$ cat src/hdl/asir_pkg.sv
`timescale 1ns / 1ps
`default_nettype none

package asir_pkg;

  // Capacity of one set and index widths
  localparam int MAX_ITEMS = 64;
  localparam int IDX_W     = 6;
  localparam int CNT_W     = 7;
  localparam int VAL_W     = 32;

  typedef logic [IDX_W-1:0]        idx_t;
  typedef logic [CNT_W-1:0]        cnt_t;
  typedef logic signed [VAL_W-1:0] val_t;

  // Commands from the controller to the datapath
  typedef struct packed {
    logic load;    // input transaction accepted
    logic grab;    // latch value of item i, clear scan counters
    logic scan;    // issue read of item j
    logic wr;      // write rank and order for item i
    logic out_rd;  // read order and rank at position k
    logic out_acc; // result transaction accepted
  } asir_cmd_t;

  // Status from the datapath to the controller
  typedef struct packed {
    logic last_j;  // scan index at final item
    logic last_i;  // ranking index at final item
    logic last_k;  // output position at final item
  } asir_sts_t;

endpackage

`default_nettype wire

$ cat src/hdl/asir_ctrl.sv
`timescale 1ns / 1ps
`default_nettype none

module asir_ctrl (
  input  wire logic               clk,
  input  wire logic               rst_n,
  input  wire logic               in_valid,
  input  wire logic               in_last,
  output logic                    in_stall,
  output logic                    out_valid,
  input  wire logic               out_stall,
  input  wire asir_pkg::asir_sts_t sts,
  output asir_pkg::asir_cmd_t     cmd
);
  import asir_pkg::*;

  typedef enum logic [7:0] {
    S_IDLE  = 8'b0000_0001,
    S_FETCH = 8'b0000_0010,
    S_GRAB  = 8'b0000_0100,
    S_SCAN  = 8'b0000_1000,
    S_DRAIN = 8'b0001_0000,
    S_WRITE = 8'b0010_0000,
    S_ORD   = 8'b0100_0000,
    S_SHOW  = 8'b1000_0000
  } state_t;

  state_t state_r, state_nxt;

  // Handshake outputs follow the state only
  assign in_stall  = (state_r != S_IDLE);
  assign out_valid = (state_r == S_SHOW);

  // Decode commands
  always_comb begin
    cmd         = '0;
    cmd.load    = (state_r == S_IDLE) && in_valid;
    cmd.grab    = (state_r == S_GRAB);
    cmd.scan    = (state_r == S_SCAN);
    cmd.wr      = (state_r == S_WRITE);
    cmd.out_rd  = (state_r == S_ORD);
    cmd.out_acc = (state_r == S_SHOW) && !out_stall;
  end

  // Advance the sequence
  always_comb begin
    state_nxt = state_r;
    unique case (state_r)
      S_IDLE:  if (in_valid && in_last) state_nxt = S_FETCH;
      S_FETCH: state_nxt = S_GRAB;
      S_GRAB:  state_nxt = S_SCAN;
      S_SCAN:  if (sts.last_j) state_nxt = S_DRAIN;
      S_DRAIN: state_nxt = S_WRITE;
      S_WRITE: state_nxt = sts.last_i ? S_ORD : S_FETCH;
      S_ORD:   state_nxt = S_SHOW;
      S_SHOW:  if (!out_stall) state_nxt = sts.last_k ? S_IDLE : S_ORD;
      default: state_nxt = S_IDLE;
    endcase
  end

  always_ff @(posedge clk) begin
    if (!rst_n) begin
      state_r <= S_IDLE;
    end else begin
      state_r <= state_nxt;
    end
  end

endmodule

`default_nettype wire

$ cat src/hdl/asir_dp.sv
`timescale 1ns / 1ps
`default_nettype none

module asir_dp (
  input  wire logic                clk,
  input  wire logic                rst_n,
  input  wire asir_pkg::asir_cmd_t cmd,
  input  wire asir_pkg::val_t      in_value,
  input  wire logic                in_last,
  output asir_pkg::asir_sts_t      sts,
  output asir_pkg::idx_t           out_position,
  output asir_pkg::idx_t           out_source_index,
  output asir_pkg::idx_t           out_rank_of_item,
  output logic                     out_final_res
);
  import asir_pkg::*;

  // Stores
  val_t val_mem [MAX_ITEMS];
  idx_t ord_mem [MAX_ITEMS];
  idx_t inv_mem [MAX_ITEMS];

  cnt_t cnt_r;
  idx_t i_r, j_r, jd_r, k_r, r_r;
  logic jv_r;
  val_t vi_r, rd_val_r;
  idx_t ord_rd_r, inv_rd_r;

  cnt_t cnt_m1;
  idx_t last_idx;
  idx_t rd_addr;
  logic precede;

  assign cnt_m1   = cnt_r - CNT_W'(1);
  assign last_idx = cnt_m1[IDX_W-1:0];
  assign rd_addr  = cmd.scan ? j_r : i_r;

  assign sts.last_j = (j_r == last_idx);
  assign sts.last_i = (i_r == last_idx);
  assign sts.last_k = (k_r == last_idx);

  // Item j sorts before item i: smaller value, or equal value and lower index
  assign precede = (rd_val_r < vi_r) || ((rd_val_r == vi_r) && (jd_r < i_r));

  // Value store: write on load, read for ranking
  always_ff @(posedge clk) begin
    if (cmd.load && (cnt_r < CNT_W'(MAX_ITEMS))) begin
      val_mem[cnt_r[IDX_W-1:0]] <= in_value;
    end
    rd_val_r <= val_mem[rd_addr];
  end

  // Order and rank stores
  always_ff @(posedge clk) begin
    if (cmd.wr) begin
      inv_mem[i_r] <= r_r;
      ord_mem[r_r] <= i_r;
    end
    if (cmd.out_rd) begin
      ord_rd_r <= ord_mem[k_r];
      inv_rd_r <= inv_mem[k_r];
    end
  end

  // Count loaded values, clear after the final result
  always_ff @(posedge clk) begin
    if (!rst_n) begin
      cnt_r <= '0;
    end else if (cmd.load && (cnt_r < CNT_W'(MAX_ITEMS))) begin
      cnt_r <= cnt_r + CNT_W'(1);
    end else if (cmd.out_acc && sts.last_k) begin
      cnt_r <= '0;
    end
  end

  // Scan pipeline valid
  always_ff @(posedge clk) begin
    if (!rst_n) begin
      jv_r <= 1'b0;
    end else begin
      jv_r <= cmd.scan;
    end
  end

  // Ranking and output indexes
  always_ff @(posedge clk) begin
    if (cmd.load && in_last) begin
      i_r <= '0;
      k_r <= '0;
    end
    if (cmd.grab) begin
      vi_r <= rd_val_r;
      j_r  <= '0;
      r_r  <= '0;
    end
    if (cmd.scan) begin
      j_r  <= j_r + IDX_W'(1);
      jd_r <= j_r;
    end
    if (jv_r && precede) begin
      r_r <= r_r + IDX_W'(1);
    end
    if (cmd.wr) begin
      i_r <= i_r + IDX_W'(1);
    end
    if (cmd.out_acc) begin
      k_r <= k_r + IDX_W'(1);
    end
  end

  assign out_position     = k_r;
  assign out_source_index = ord_rd_r;
  assign out_rank_of_item = inv_rd_r;
  assign out_final_res    = sts.last_k;

endmodule

`default_nettype wire

$ cat src/hdl/argsort_with_inverse_rank.sv
`timescale 1ns / 1ps
`default_nettype none

// Channel  Direction  Handshake            Payload
// in       input      in_valid / in_stall  in_value (s32 Q16.16), in_last
// out      output     out_valid/out_stall  out_position, out_source_index,
//                                          out_rank_of_item, out_final_res
//
// Loading takes one value per cycle. After the last value, ranking steps
// through fetch, grab, scan, drain and write for each of the n held values:
// one value-store read port serves a compare-and-count scan over all n items.
// Each result then passes an order/rank read and a show, held by output stalls.
// rst_n is synchronous, active low; it clears the count and the sequencer.
// in_stall stays high from the last value until the final result is taken.

module argsort_with_inverse_rank (
  input  wire logic           clk,
  input  wire logic           rst_n,
  input  wire logic           in_valid,
  output logic                in_stall,
  input  wire asir_pkg::val_t in_value,
  input  wire logic           in_last,
  output logic                out_valid,
  input  wire logic           out_stall,
  output asir_pkg::idx_t      out_position,
  output asir_pkg::idx_t      out_source_index,
  output asir_pkg::idx_t      out_rank_of_item,
  output logic                out_final_res
);
  import asir_pkg::*;

  asir_cmd_t cmd;
  asir_sts_t sts;

  asir_ctrl u_ctrl (
    .clk       (clk),
    .rst_n     (rst_n),
    .in_valid  (in_valid),
    .in_last   (in_last),
    .in_stall  (in_stall),
    .out_valid (out_valid),
    .out_stall (out_stall),
    .sts       (sts),
    .cmd       (cmd)
  );

  asir_dp u_dp (
    .clk              (clk),
    .rst_n            (rst_n),
    .cmd              (cmd),
    .in_value         (in_value),
    .in_last          (in_last),
    .sts              (sts),
    .out_position     (out_position),
    .out_source_index (out_source_index),
    .out_rank_of_item (out_rank_of_item),
    .out_final_res    (out_final_res)
  );

endmodule

`default_nettype wire

$ cat config.mk
export PLATFORM = sky130hd
export DESIGN_NAME = argsort_with_inverse_rank
export DESIGN_NICKNAME = d
export VERILOG_FILES = /design/src/hdl/asir_pkg.sv /design/src/hdl/asir_ctrl.sv /design/src/hdl/asir_dp.sv /design/src/hdl/argsort_with_inverse_rank.sv
export SDC_FILE = /design/constraint.sdc
export NUM_CORES = 2
export LEC_CHECK = 0
export BUFFER_PORTS_ARGS = -buffer_cell sky130_fd_sc_hd__buf_4
export CAP_MARGIN = 20
export CORE_UTILIZATION = 50
export DETAILED_ROUTE_END_ITERATION = 8
export MAX_ROUTING_LAYER = met4
export PLACE_DENSITY = 0.75
export SKIP_LAST_GASP = 1
export SYNTH_ARGS = -nofsm -noshare
export SYNTH_HDL_FRONTEND = slang
export SYNTH_SLANG_ARGS = --single-unit
$ cat constraint.sdc
create_clock -name clk -period 5.11 [get_ports clk]
set_input_delay 0 -clock clk [delete_from_list [all_inputs] [get_ports clk]]
set_output_delay 0 -clock clk [all_outputs]
set_load 0.005 [all_outputs]
==> flow_summary_export.csv <==
group,metric,value,unit
run_status,status,"finished clean",
synth,syn_avg_cell_area,16.0,um2
clock_network,clk_pin_slew,0.06,ns
min_path,hp-class,"in2reg",
synth,ys_seq_area_share,73.6,%
layout,area_growth,12.4,%
synth,synth_top_area_share,72.8,%
clock_network,tritoncts,"yes",
synth,syn-num-nets,7543,
timing,finClkSkew,0.0535,ns
critical_path,arrival,5.54,ns
routing,totalWireLength,343000,um
floorplan,dieArea,240000,um2
floorplan,row_count,178,
layout,final_common_cell,"edfxtp_1",
timing,whs,0.133,ns
routing,antenna_left,0,
timing,layout_min_cycle_time,4.81,ns
routing,viasPerCell,6.80,
timing,tns,0,ns
synth,async_flop_share,0,%
placement,place_hpwl,191000,um
layout,post-route-util,56.8,%
layout,final_cells,10913,
synth,synth_cell_types,87,
timing,setup_violations,0,
clock_network,ctsHoldBuffers,42,
routing,drt_first_iter_violations,12273,
global_route,grt.overflow.total,0,
layout,layout-drive-gt1-share,14.5,%
critical_path,critPathKind,"reg2reg",
global_route,grt_pass1_vias,71550,
timing,finalCritPeriodShare,94.1,%
clock_network,clk_latency,0.95,ns
synth,synth_area_leader_cell,"edfxtp_1",
clock_network,cts_root_buf,"clkbuf_16",
clock_network,cts_setup_buffers,0,
critical_path,cp.required,5.84,ns
pwr,total_power,55.3,mW
clock_network,cts.path.max_buffers,4,
floorplan,die_h,490,um
pwr,peakVddDrop,0.336,mV
timing,hold_violations,0,
global_route,grt_pass1_wl,493000,um
synth,ys.warnings.count,0,
floorplan,start_util,50.5,%
critical_path,crit_fanout,36,
critical_path,cp_slowest_cell,"nor4_4",
placement,port_buffers,57,
layout,nNetsFinal,7620,
synth,synthFlopType,"edfxtp_1",
synth,syn_area,119000,um2
routing,post_drt_wl_per_cell,31.5,um
synth,netlist_top_cells_area,"edfxtp_1, mux4_2, mux2i_1, nand3_1, nand2_1",
layout,nFillCells,17258,
synth,ys_ff_latch,2938,
routing,drcViolationCount,0,
critical_path,crit_path_frequent_cell,"buf_4",
placement,post-place-ws,0.591,ns
timing,max_freq,208,MHz
timing,max_slew_margin,13.0,%
timing,rsz0062_at_grt,"false",
floorplan,fp.dieW,490,um
pwr,p_leak,42.5,nW
synth,synth_cells,7463,
critical_path,endpoint_kind,"flip-flop",
clock_network,h-tree-depth,5,
run,maxCapViolCount,0,
critical_path,crit_chain,"nor4_4, buf_4, a211oi_1, o211ai_1, buf_4, buf_4, a2111oi_0, nor4_1, buf_4, nand4_1",
timing,finalWorstSetupSlack,0.299,ns
critical_path,reg2reg_setup_slack,0.30,ns
placement,dpl.cell_count,10351,
clock_network,cts.sinks,2938,
placement,place_congestion,0.902,
global_route,antenna_found_initial,11,
pwr,powerDensity,412,nW/um2
floorplan,design.core.area,236000,um2
placement,place_area,125000,um2
routing,vias,74262,
routing,drtPass1Iterations,7,
critical_path,max_stage_delay,0.96,ns
global_route,grtUsageTotal,28.7,%
global_route,grt_max_degree,208,
timing,tightest_slew,1.30,ns
synth,synth_edf_count,2890,
clock_network,cts_made_buffers,294,
floorplan,pin_count,58,
layout,postLayoutCellArea,134000,um2
timing,drv_slew,0,
critical_path,start_kind,"flip-flop",
clock_network,cts_resized,0,
layout,final_cell_mix,"edfxtp_1, nand2_1, nand3_1",
## sequential cells by signal (all words and copies together), names as in the netlist, 7 cells and up
signal	count
u_dp.cnt_r	7
u_dp.vi_r	32
u_ctrl.state_r	8
u_dp.rd_val_r	32
u_dp.val_mem	2048
u_dp.inv_mem	384
u_dp.ord_mem	384
## synthesized netlist by cell type (50+ instances only)
master and number:
edfxtp_1 2890, nand2_1 486, nand3_1 379, o21ai_0 356, clkbuf_1 337, a21oi_1 274
mux2i_1 270, nor2_1 263, mux4_2 252, a211oi_1 215, nand2b_1 194, buf_2 138
and3_1 121, a2111oi_0 88, a31oi_1 77, a32oi_1 76, a21o_1 73, buf_1 73
a22oi_1 72, o22ai_1 67, inv_1 55, a32o_1 52, nand4_1 51, a311oi_1 50
## cells by family after synthesis
kind of cell,share of synthesized area [%]
AO/OA/AOI/OAI,9.44
multiplexers,7.35
adder cells (fa/ha/maj),0.451
flip-flops,73.6
XOR/XNOR,0.317
buffers and inverters,2.29
AND/OR/NAND/NOR,6.57
## worst max-delay path, delay by kind of cell, from the launching register on
kind | cells | cell delay (ns)
and+or+nand+nor | 3 | 1.77
AOI/OAI and AO/OA | 3 | 0.72
DFF | 1 | 0.39
buffers and inverters | 4 | 1.70
## metal layers
layer  share of wire, %  global-route usage, %
met2                 46                   42.9
met4                4.7                   12.0
met5                  0                      -
met3                 14                   7.78
met1                 36                   37.0
## power by group
group	total, mW	switching (mW)	internal, mW
clock	20.8	8.86	11.9
sequential	27.2	0.353	26.9
combinational	7.23	4.81	2.41
## worst paths after layout
path	start	endpoint	cells past startpoint
worst max register to register	u_ctrl.state_r[1]	u_dp.rd_val_r[17]	10
worst min-delay path	rst_n	u_dp.cnt_r[0]	4
worst min register to register	u_dp.rd_val_r[24]	u_dp.vi_r[24]	0
worst max-delay path	u_ctrl.state_r[1]	u_dp.rd_val_r[17]	10
## layout make-up
cell class | instances | area (um2) | share of cell area (%)
clock buffers | 374 | 7830 | 5.84
repair buffers | 365 | 3670 | 2.74
diodes | 16 | 40.0 | 0.0299
inverters | 58 | 218 | 0.162
flip-flops and latches | 2938 | 87700 | 65.5
well taps | 3150 | 3940 | 2.94
multi-input cells | 3883 | 29400 | 21.9
clock inverters | 129 | 1200 | 0.893
Note: power is estimated with default switching activity, not from simulation.
